==> src/rtl/core/sitlu_pkg.sv <==
// ----------------------------------------------------------------------------
// sitlu_pkg
// Shared types and constants for the sorted identifier table lookup unit.
// ----------------------------------------------------------------------------
package sitlu_pkg;

    localparam int unsigned DATA_W    = 32;
    localparam int unsigned SLOT_W    = 8;
    localparam int unsigned COUNT_W   = 9;
    localparam int unsigned CFG_IDX_W = 2;

    // Configuration register indexes.
    typedef enum logic [CFG_IDX_W-1:0] {
        CFG_ENTRY_COUNT = 2'd0,
        CFG_IMAGE_BASE  = 2'd1,
        CFG_BASE_SIZE   = 2'd2,
        CFG_ROLL_SIZE   = 2'd3
    } t_cfg_idx;

    // Item operation codes.
    typedef enum logic {
        OP_LOAD   = 1'b0,
        OP_LOOKUP = 1'b1
    } t_op;

    // One table slot as it sits in the table memory.
    typedef struct packed {
        logic [DATA_W-1:0] id;
        logic [DATA_W-1:0] roll_ofs;
        logic [DATA_W-1:0] sel_ofs;
    } t_entry;

    // Image layout registers used to build the result addresses.
    typedef struct packed {
        logic [DATA_W-1:0] image_base;
        logic [DATA_W-1:0] base_size;
        logic [DATA_W-1:0] roll_size;
    } t_img_cfg;

endpackage

==> src/rtl/core/sitlu_search.sv <==
// ----------------------------------------------------------------------------
// sitlu_search
// Binary search sequencer over the table memory. Each halving step issues
// one read and compares the returned identifier in the following cycle.
// ----------------------------------------------------------------------------
module sitlu_search #(
    parameter int unsigned TABLE_DEPTH = 256,
    localparam int unsigned AW    = (TABLE_DEPTH > 1) ? $clog2(TABLE_DEPTH) : 1,
    localparam int unsigned CNT_W = AW + 1
) (
    input  logic                                 i_clk,
    input  logic                                 i_rst_n,
    input  logic                                 i_start,
    input  logic signed [sitlu_pkg::DATA_W-1:0]  i_key,
    input  logic [CNT_W-1:0]                     i_count,
    input  sitlu_pkg::t_img_cfg                  i_img,
    output logic                                 o_busy,
    output logic [AW-1:0]                        o_raddr,
    input  sitlu_pkg::t_entry                    i_rdata,
    output logic                                 o_valid,
    output logic                                 o_found,
    output logic [sitlu_pkg::SLOT_W-1:0]         o_found_slot,
    output logic [sitlu_pkg::DATA_W-1:0]         o_rollover_addr,
    output logic [sitlu_pkg::DATA_W-1:0]         o_selection_addr
);
    import sitlu_pkg::*;

    // Bounds carry one bit beyond the count plus a sign, so high can reach -1.
    localparam int unsigned SW = AW + 2;

    typedef enum logic [2:0] {
        S_IDLE = 3'b001,
        S_READ = 3'b010,
        S_CMP  = 3'b100
    } t_state;

    t_state                   r_state, n_state;
    logic                     r_valid, n_valid;
    logic signed [SW-1:0]     r_low, n_low;
    logic signed [SW-1:0]     r_high, n_high;
    logic [AW-1:0]            r_mid, n_mid;
    logic signed [DATA_W-1:0] r_key, n_key;
    logic [DATA_W-1:0]        r_roll_base, n_roll_base;
    logic [DATA_W-1:0]        r_sel_base, n_sel_base;
    logic                     r_found, n_found;
    logic [SLOT_W-1:0]        r_slot, n_slot;
    logic [DATA_W-1:0]        r_roll_addr, n_roll_addr;
    logic [DATA_W-1:0]        r_sel_addr, n_sel_addr;

    logic signed [SW-1:0]     w_span;
    logic signed [SW-1:0]     w_mid;
    logic signed [SW-1:0]     w_mid_reg;
    logic signed [DATA_W-1:0] w_id;
    logic                     w_empty;

    assign w_span    = r_high - r_low;
    assign w_mid     = r_low + (w_span >>> 1);
    assign w_mid_reg = $signed({2'b00, r_mid});
    assign w_empty   = (r_low > r_high);
    assign w_id      = $signed(i_rdata.id);

    always_comb begin
        n_state     = r_state;
        n_valid     = 1'b0;
        n_low       = r_low;
        n_high      = r_high;
        n_mid       = r_mid;
        n_key       = r_key;
        n_roll_base = r_roll_base;
        n_sel_base  = r_sel_base;
        n_found     = r_found;
        n_slot      = r_slot;
        n_roll_addr = r_roll_addr;
        n_sel_addr  = r_sel_addr;
        unique case (r_state)
            S_IDLE: begin
                if (i_start) begin
                    n_low       = '0;
                    n_high      = $signed({1'b0, i_count}) - SW'(1);
                    n_key       = i_key;
                    n_roll_base = i_img.image_base + i_img.base_size;
                    n_state     = S_READ;
                end
            end
            S_READ: begin
                n_sel_base = r_roll_base + i_img.roll_size;
                if (w_empty) begin
                    n_valid     = 1'b1;
                    n_found     = 1'b0;
                    n_slot      = '0;
                    n_roll_addr = '0;
                    n_sel_addr  = '0;
                    n_state     = S_IDLE;
                end else begin
                    n_mid   = w_mid[AW-1:0];
                    n_state = S_CMP;
                end
            end
            S_CMP: begin
                if (w_id > r_key) begin
                    n_high  = w_mid_reg - SW'(1);
                    n_state = S_READ;
                end else if (w_id < r_key) begin
                    n_low   = w_mid_reg + SW'(1);
                    n_state = S_READ;
                end else begin
                    n_valid     = 1'b1;
                    n_found     = 1'b1;
                    n_slot      = SLOT_W'(r_mid);
                    n_roll_addr = r_roll_base + i_rdata.roll_ofs;
                    n_sel_addr  = r_sel_base + i_rdata.sel_ofs;
                    n_state     = S_IDLE;
                end
            end
            default: begin
                n_state = S_IDLE;
            end
        endcase
    end

    always_ff @(posedge i_clk) begin
        if (!i_rst_n) begin
            r_state <= S_IDLE;
            r_valid <= 1'b0;
        end else begin
            r_state <= n_state;
            r_valid <= n_valid;
        end
    end

    always_ff @(posedge i_clk) begin
        r_low       <= n_low;
        r_high      <= n_high;
        r_mid       <= n_mid;
        r_key       <= n_key;
        r_roll_base <= n_roll_base;
        r_sel_base  <= n_sel_base;
        r_found     <= n_found;
        r_slot      <= n_slot;
        r_roll_addr <= n_roll_addr;
        r_sel_addr  <= n_sel_addr;
    end

    assign o_busy           = (r_state != S_IDLE);
    assign o_raddr          = w_mid[AW-1:0];
    assign o_valid          = r_valid;
    assign o_found          = r_found;
    assign o_found_slot     = r_slot;
    assign o_rollover_addr  = r_roll_addr;
    assign o_selection_addr = r_sel_addr;

`ifndef SYNTHESIS
    a_strobe_single: assert property (@(posedge i_clk) disable iff (!i_rst_n)
        o_valid |=> !o_valid)
        else $error("result strobe held longer than one cycle");

    a_miss_zero: assert property (@(posedge i_clk) disable iff (!i_rst_n)
        (o_valid && !o_found) |->
            (o_found_slot == '0 && o_rollover_addr == '0 && o_selection_addr == '0))
        else $error("miss result carries nonzero payload");

    a_cmp_bounds: assert property (@(posedge i_clk) disable iff (!i_rst_n)
        (r_state == S_CMP) |-> (r_low <= r_high))
        else $error("compare step entered with an empty range");

    a_start_busy: assert property (@(posedge i_clk) disable iff (!i_rst_n)
        (i_start && !o_busy) |=> o_busy)
        else $error("lookup accepted but search did not start");

    a_result_idle: assert property (@(posedge i_clk) disable iff (!i_rst_n)
        o_valid |-> !o_busy)
        else $error("result issued while search still running");
`endif

endmodule

==> config.mk <==
export PLATFORM = sky130hd
export DESIGN_NAME = sitlu_search
export DESIGN_NICKNAME = d
export VERILOG_FILES = /design/src/rtl/core/sitlu_pkg.sv /design/src/rtl/core/sitlu_search.sv
export SDC_FILE = /design/constraint.sdc
export NUM_CORES = 1
export LEC_CHECK = 0
export CAP_MARGIN = 20
export CORE_MARGIN = 2
export CORE_UTILIZATION = 66
export DETAILED_ROUTE_END_ITERATION = 7
export DONT_BUFFER_PORTS = 1
export GPL_TIMING_DRIVEN = 0
export PLACE_DENSITY = 0.83
export SLEW_MARGIN = 5
export SYNTH_ARGS = -nofsm -noshare
export SYNTH_HDL_FRONTEND = slang
export SYNTH_SLANG_ARGS = --single-unit
export TNS_END_PERCENT = 5
==> constraint.sdc <==
create_clock -name i_clk -period 10.32 [get_ports i_clk]
set_input_delay 1.548 -clock i_clk [delete_from_list [all_inputs] [get_ports i_clk]]
set_output_delay 1.548 -clock i_clk [all_outputs]
set_load 0.005 [all_outputs]
Word level (Yosys, flattened, before mapping). Index checks and enable logic that the tools add are counted.

Shift-type cells: 0. Order comparisons: 3. Mux-type cells: 31. $add $sub $neg: 9. Multiply operators: 0. Bitwise operators: 1. Div/mod/pow operators: 0. Reduce and logical (&&, ||, !) cells: 7. Equality and inequality tests: 10.

Operators with widths (number): two-way mux 32 bit (5); adder 32 bit (4); one-hot mux 32 bit (2 select lines) (2); two-way mux 10 bit (5); one-hot mux 10 bit (2 select lines) (2); greater-than comparator 32 bit (1); < comparator 32 bit (1); two-way mux 8 bit (3); one-hot mux 8 bit (2 select lines) (1); inequality test 2 bit, second input constant (6); greater-than comparator 10 bit (1); subtractor 9 x 1 -> 10 bit, second input constant (1); adder 8 x 1 -> 9 bit, second input constant (1); one-hot mux 3 bit (3 select lines) (1); subtractor 8 x 1 -> 9 bit, second input constant (1); subtractor 9 bit (1); adder 8 bit (1); AND reduction 4 bit (2); two-way mux 1 bit (6); two-way mux 3 bit (2); two-way mux 2 bit (2); one-hot mux 1 bit (2 select lines) (2); AND reduction 2 bit (2); nonzero test 2 bit (2); other kinds (6) (6).

ROM bits: 0. Memories: 0. Register bits after elaboration: 201. Memory bits (writable): 0. Bits in latches: 0. Bits of input ports: 236. Output and inout bits: 83.

Depth between registers and ports, before layout. Gate-level depths: netlist of the first run.

Depth after elaboration: 4. Gate-level depth with buffers: 16.

Worst setup path before layout of the first run. No wires, ideal clock.

Path type: input-to-reg. Start: in i_rdata[78] (netlist bit). End: reg r_found, in the netlist o_found (enable). Setup slack: 1.887 ns. Arrival: 7.827 ns. Stages on the path: 7. Data required time: 9.714 ns. Cell sequence: ha_1 -> nand4_1 -> or2_2 -> nor3_1 -> nand2_1 -> o21bai_1 -> o21ai_0.

Cells in the longest elaborated chain, start to end: 3.

Ends and longest elaborated chain: from (decl) (line sitlu_search.sv:19) `input sitlu_pkg::t_entry i_rdata,`; < comparator 32 bit / greater-than comparator 32 bit (equally long branches) (line sitlu_search.sv:103, sitlu_search.sv:100); inequality test 2 bit (no line); AND reduction 4 bit (no line) (*); to (signal assigned) (line sitlu_search.sv:138) `r_found <= n_found;`; to (decl) (line sitlu_search.sv:45) `logic r_found, n_found;`.

Every way passes the cells marked *; elsewhere a longest branch is shown, timed or not. A chain may end at the register's enable or synchronous reset.

Worst setup path after layout of the first run.
Start: reg r_high[0]. End: out o_raddr[7].

Cells in the longest elaborated chain, start to end: 2.

Ends and longest elaborated chain: from (decl) (line sitlu_search.sv:40) `logic signed [SW-1:0] r_high, n_high;`; from (signal assigned) (line sitlu_search.sv:133) `r_high <= n_high;`; subtractor 9 bit (line sitlu_search.sv:56) `assign w_span = r_high - r_low;`; adder 8 bit (line sitlu_search.sv:57) `assign w_mid = r_low + (w_span >>> 1);`; to (decl) (line sitlu_search.sv:18) `output logic [AW-1:0] o_raddr,`.

No other way between the ends.

==> results.md, run 1 <==
- First-pass GRT wire length: 55900 µm
- Row count: 55
- Min-delay src: r_roll_base[0]
- Cell area after synthesis: 15100 µm²
- Setup Fix Bufs, Post-CTS: 0
- Worst reg2reg setup slack: 6.55 ns
- Setup CP Type: reg -> out
- Req. time, crit path: 8.77 ns
- Setup WS pre-CTS: 5.70 ns
- Yosys cell types: 80
- CP max FO: 2
- Starting Density: 66.9%
- WL/cell: 20.0 µm
- FF-to-FF Start: r_state[1]
- H-tree depth: 4
- # setup viols final: 0
- Max_cap viols: 0
- GRT Overall Usage: 30.0%
- Core box area: 22500 µm²
- Skew-Pair Late Insertion Delay: 0.44 ns
- Post_cts resized: 0
- VDD IR max: 0.102 mV
- Worst-case hold path end point: r_sel_base[0]
- Synth warn: 0
- Post-synth top flop: edfxtp_1
- Via/cell ratio: 6.39
- Fin crit share: 49.7%
- DRC Markers: 0
- Hold Path Class: reg -> reg
- Largest net degree at the start of global routing: 68
- Fin. Hold Viols: 0
- Die X: 155 µm
- WL final: 36900 µm
- Vias in the first global route: 10700
- RSZ-0062 raised after global routing: no
- CP Capture Type: output pin
- Post-synthesis cell count: 1518
- Area growth, synth to finish: 6.66%
- PwrDens: 146 nW/µm²
- Die ar.: 24000 µm²
- Clock tree sinks: 200
- Arrival @ worst endpoint: 3.58 ns
- Finished Core Util: 71.4%
- Post-synth EDFFs: 196
- Run status: finished, final reports clean
- Clock Pin Slew Worst Setup and Hold Paths: 0.08 ns
- Power Total: 0.00235 W
- Layout cells sized above 1: 4.63%
- First-pass DRT Iterations: 6
- Leak pwr: 6.67 nW
- DRT antenna net count: 0
- Synth Register Bits: 200
- Actual slew at the worst max-slew pin: 1.03 ns
- Syn_nets: 1943
- Mean Syn Cell Area: 9.92 µm²
- Num CTS Buffers: 17
- Slew Limit Fails: 0
- CTS max path bufs: 2
- R2R depth: 5
- Die height: 155 µm
- Gr ovfl total: 0
- Post-synth ARST share: 0%
- Max-Slew Margin vs Limit: 31.4%
- Setup TNS: 0 ns
- Hold depth: 1
- Startpoint type of the worst setup path: flip-flop
- Iter 0 DRT Violations: 1101
- Gpl congestion: 0.966
- Sequential area share after synthesis: 39.6%
- CTS tree: done
- # hold bufs at CTS: 0
- Max Clk Rate: 0.195 GHz
- Final layout net count: 1966
- Commonest non-fill, non-tap cell in the layout: edfxtp_1
- Post-DP HPWL: 29600 µm
- Initial antenna violation count: 1
- Worst Clk Skew: 0.0159 ns
- Reg-to-reg critical path endpoint: r_low[1]
- Worst Slack Setup Final: 5.19 ns
- CTS root buffer: clkbuf_16
- Min cycle time layout: 5.13 ns
- Port Buf Inserts: 0
- Commonest non-fill, non-tap cells in the layout: edfxtp_1 (196), ha_1 (183), a21oi_1 (124), nor2_1 (118), inv_1 (111)
- Total number of vias: 11800
- Io pins: 319
-- critical path, cell delays in order, from the launching register on --
cell and delay [ns]:
edfxtp_1 0.42, inv_1 0.09, ha_1 0.17, inv_1 0.06, fa_1 0.40, xor2_1 0.27
ha_1 0.28, a21o_1 0.16, a21oi_1 0.21, o21bai_1 0.10, a21oi_1 0.26, nor2b_1 0.09
o21ai_0 0.15, nand2b_1 0.08, xnor2_1 0.39
-- logic make-up after synthesis --
kind of cell	share of synthesized area [%]
AND/OR/NAND/NOR	14.9
AO/OA/AOI/OAI	19.1
flip-flops	39.6
adder cells (fa/ha/maj)	16.0
buffers and inverters	3.41
XOR/XNOR	6.80
multiplexers	0.266
-- worst max path at each step --
stage	startpoint	to	slack, ns
final	r_high[0]	o_raddr[7]	5.19
after global routing	r_low[1]	o_raddr[7]	4.92
after CTS	r_low[1]	o_raddr[7]	5.20
after detailed placement	r_low[1]	o_raddr[7]	5.70
after global placement	i_rdata[78]	o_found	-0.44
after floorplan	i_rdata[78]	o_found	1.89
-- through the flow --
stage / instance area [µm²] / cells / hold slack [ns]
after floorplan: 15100 / 1518 / 0.542
after global placement: 15400 / 1803 / 0.558
after detailed placement: 15500 / 1807 / 0.579
after CTS: 16100 / 1839 / 0.605
after global routing: 16100 / 1840 / 0.630
final: 16100 / 1841 / 0.604
-- metal layers --
| layer | GRT usage, % | routed length, µm |
|---|---|---|
| met5 | 0 | 0 |
| met4 | 11.1 | 1250 |
| met3 | 6.30 | 3170 |
| met2 | 49.8 | 17100 |
| met1 | 39.0 | 15300 |
-- report_power, final --
group	switching, W	internal, W	total (W)
clock	0.000319	0.000320	0.000639
sequential	0.0000322	0.000965	0.000998
combinational	0.000416	0.000294	0.000709
total	0.000767	0.00158	0.00235
-- layout make-up --
type	instances	area, µm²
Antenna cell	2	5.00
Buffer	25	97.6
Clock buffer	18	429
Clock inverter	14	134
Fill cell	1653	6440
Inverter	111	417
Multi-Input combinational cell	1182	8610
Sequential cell	200	5970
Tap cell	285	357
Timing Repair Buffer	4	55.1
-- state kept, by name, summed over array words and instances (netlist names) --
name,cells
r_sel_base,32
o_found,1
r_high,10
r_roll_base,32
o_valid,1
r_key,32
r_low,9
o_selection_addr,32
o_found_slot,8
o_rollover_addr,32
r_mid,8
r_state,3
-- cell usage after synthesis, types with 5 or more instances --
cell type,n,area (µm²)
a31oi_1,11,68.8
nor4_1,10,62.6
nand2_1,79,297
fa_1,6,120
and3_1,33,206
xor2_1,50,438
clkbuf_1,21,78.8
o211a_1,6,60.1
and2_1,11,68.8
inv_1,111,417
nor2b_1,17,106
edfxtp_1,196,5890
nand4_1,19,119
o211ai_1,8,60.1
nor3b_1,11,82.6
o21bai_1,19,143
a21oi_1,124,621
or3_1,14,87.6
nor2_1,118,443
o21ai_0,63,315
o21a_1,35,263
ha_1,183,2290
nand3_1,40,200
a211oi_1,19,143
o31ai_1,7,52.6
nor3_1,58,290
a21boi_0,5,37.5
nand2b_1,17,106
or2_2,5,31.3
a21o_1,64,480
xnor2_1,67,587
(Power assumes the default switching activity.)
==> run 2: changes to the inputs <==
--- a/config.mk
+++ b/config.mk
@@ -7,11 +7,11 @@
 export LEC_CHECK = 0
 export CAP_MARGIN = 20
 export CORE_MARGIN = 2
-export CORE_UTILIZATION = 66
+export CORE_UTILIZATION = 59
 export DETAILED_ROUTE_END_ITERATION = 7
 export DONT_BUFFER_PORTS = 1
 export GPL_TIMING_DRIVEN = 0
-export PLACE_DENSITY = 0.83
+export PLACE_DENSITY = 0.79
 export SLEW_MARGIN = 5
 export SYNTH_ARGS = -nofsm -noshare
 export SYNTH_HDL_FRONTEND = slang
==> constraint.sdc (replaced) <==
create_clock -name i_clk -period 4.6 [get_ports i_clk]
set_input_delay 0.69 -clock i_clk [delete_from_list [all_inputs] [get_ports i_clk]]
set_output_delay 0.69 -clock i_clk [all_outputs]
set_load 0.005 [all_outputs]
==> run 2 against run 1 <==
Compared with the run above:
- cell area grew 0.69%
- clock skew is 0.00088 ns lower
- critical endpoint unchanged
- count of clock-buffer cells in the layout shrank 1
- global-route usage fell by 2.7 points
- die area is 12% higher
- combinational power is 120% higher
- sequential share of layout area down 0.25 points
- critical path depth unchanged
- utilization decreased by 7.0 points
- sequential power increased by 120%
==> results.md, run 2 (synthesis results as in run 1) <==
- Io pins: 319
- Gate power share: 29.7%
- Final layout net count: 1966
- Clock tree sinks: 200
- Internal: 0.00365 W
- Switch Pwr: 0.00172 W
- RSZ-0062 raised after global routing: no
- Total number of vias: 11600
- # hold bufs at CTS: 0
- Skew-Pair Late Insertion Delay: 0.44 ns
- Gr ovfl total: 0
- Sequential power share: 41.6%
- Post_cts resized: 0
- Iter 0 DRT Violations: 1131
- Power Total: 0.00537 W
- Area growth, synth to finish: 7.39%
- CP Capture Type: output pin
- Row count: 58
- Die ar.: 26800 µm²
- PwrDens: 332 nW/µm²
- Starting Density: 60.0%
- Fin. Hold Viols: 0
- Commonest non-fill, non-tap cell in the layout: edfxtp_1
- Clock Pin Slew Worst Setup and Hold Paths: 0.08 ns
- Largest net degree at the start of global routing: 68
- Startpoint type of the worst setup path: flip-flop
- Req. time, crit path: 3.91 ns
- CTS max path bufs: 2
- CP max FO: 2
- Num CTS Buffers: 17
- WL final: 37300 µm
- Core box area: 25100 µm²
- VDD IR max: 0.190 mV
- Max Clk Rate: 0.235 GHz
- Arrival @ worst endpoint: 3.56 ns
- Worst Clk Skew: 0.0150 ns
- Finished Core Util: 64.4%
- Clock share of power: 28.7%
- Gpl congestion: 0.944
- Setup Fix Bufs, Post-CTS: 0
- GRT Overall Usage: 27.3%
- Die height: 164 µm
- H-tree depth: 4
- Actual slew at the worst max-slew pin: 0.978 ns
- Max_cap viols: 0
- First-pass DRT Iterations: 5
- DRC Markers: 0
- Port Buf Inserts: 0
- Hold Path Class: in -> reg
- DRT antenna net count: 0
- Commonest non-fill, non-tap cells in the layout: edfxtp_1 (196), ha_1 (183), a21oi_1 (124), nor2_1 (118), inv_1 (111)
- # setup viols final: 0
- Post-DP HPWL: 30000 µm
- WL/cell: 19.8 µm
- CTS root buffer: clkbuf_16
- CTS tree: done
- Sw frac: 32.0%
- Setup CP Type: reg -> out
- Layout cells sized above 1: 4.57%
- Max-Slew Margin vs Limit: 34.7%
- Via/cell ratio: 6.16
- Leak pwr: 6.68 nW
- Min cycle time layout: 4.25 ns
- Run status: finished, final reports clean
- Worst hold slack: 0.343 ns
- Slew Limit Fails: 0
- Vias in the first global route: 10900
- Die X: 164 µm
- First-pass GRT wire length: 56500 µm
- Initial antenna violation count: 2
- Fin crit share: 92.5%
run 2: power by group through the flow:
stage                     clock [W]  sequential, W  combinational [W]
after floorplan                   0        0.00224            0.00126
after global placement            0        0.00228            0.00152
after detailed placement          0        0.00227            0.00156
after CTS                   0.00157        0.00223            0.00158
after global routing        0.00163        0.00224            0.00178
final                       0.00154        0.00223            0.00159
run 2: path summary, 6_finish.rpt:
path	slack (ns)	start	end	cells past startpoint
min	0.34	i_key[8]	r_key[8]	0
max	0.35	r_high[0]	o_raddr[7]	14
min reg2reg	0.59	r_roll_base[0]	r_sel_base[0]	1
max reg2reg	0.94	r_state[0]	r_low[0]	5
run 2: through the flow:
step                      instances  area, µm²  setup slack, ns  TNS [ns]
after floorplan                1518      15100            0.413         0
after global placement         1848      15500           -0.708    -51.86
after detailed placement       1852      15600            0.785         0
after CTS                      1883      16200            0.300         0
after global routing           1884      16200            0.156         0
final                          1885      16200            0.347         0
run 2: layout make-up:
cell class                 count  area (µm²)
multi-input combinational   1182        8610
sequential                   200        5970
tap                          330         413
buffer                        25        97.6
timing repair buffer           4        62.6
inverter                     111         417
fill                        2007        8930
antenna                        2        5.00
clock buffer                  17         425
clock inverter                14         183
run 2: per-layer routing:
layer	wire length, µm	track usage [%]
met1	15400	34.6
met2	17500	46.4
met3	3250	6.19
met4	1090	9.05
met5	13	0
run 2: worst max-delay path: stages, from the launching register on:
cell and delay, ns:
edfxtp_1 0.41, inv_1 0.08, ha_1 0.15, inv_1 0.05
fa_1 0.40, xor2_1 0.29, ha_1 0.29, a21o_1 0.16
a21oi_1 0.23, o21bai_1 0.10, a21oi_1 0.23, nor2b_1 0.08
o21ai_0 0.18, nand2b_1 0.10, xnor2_1 0.36
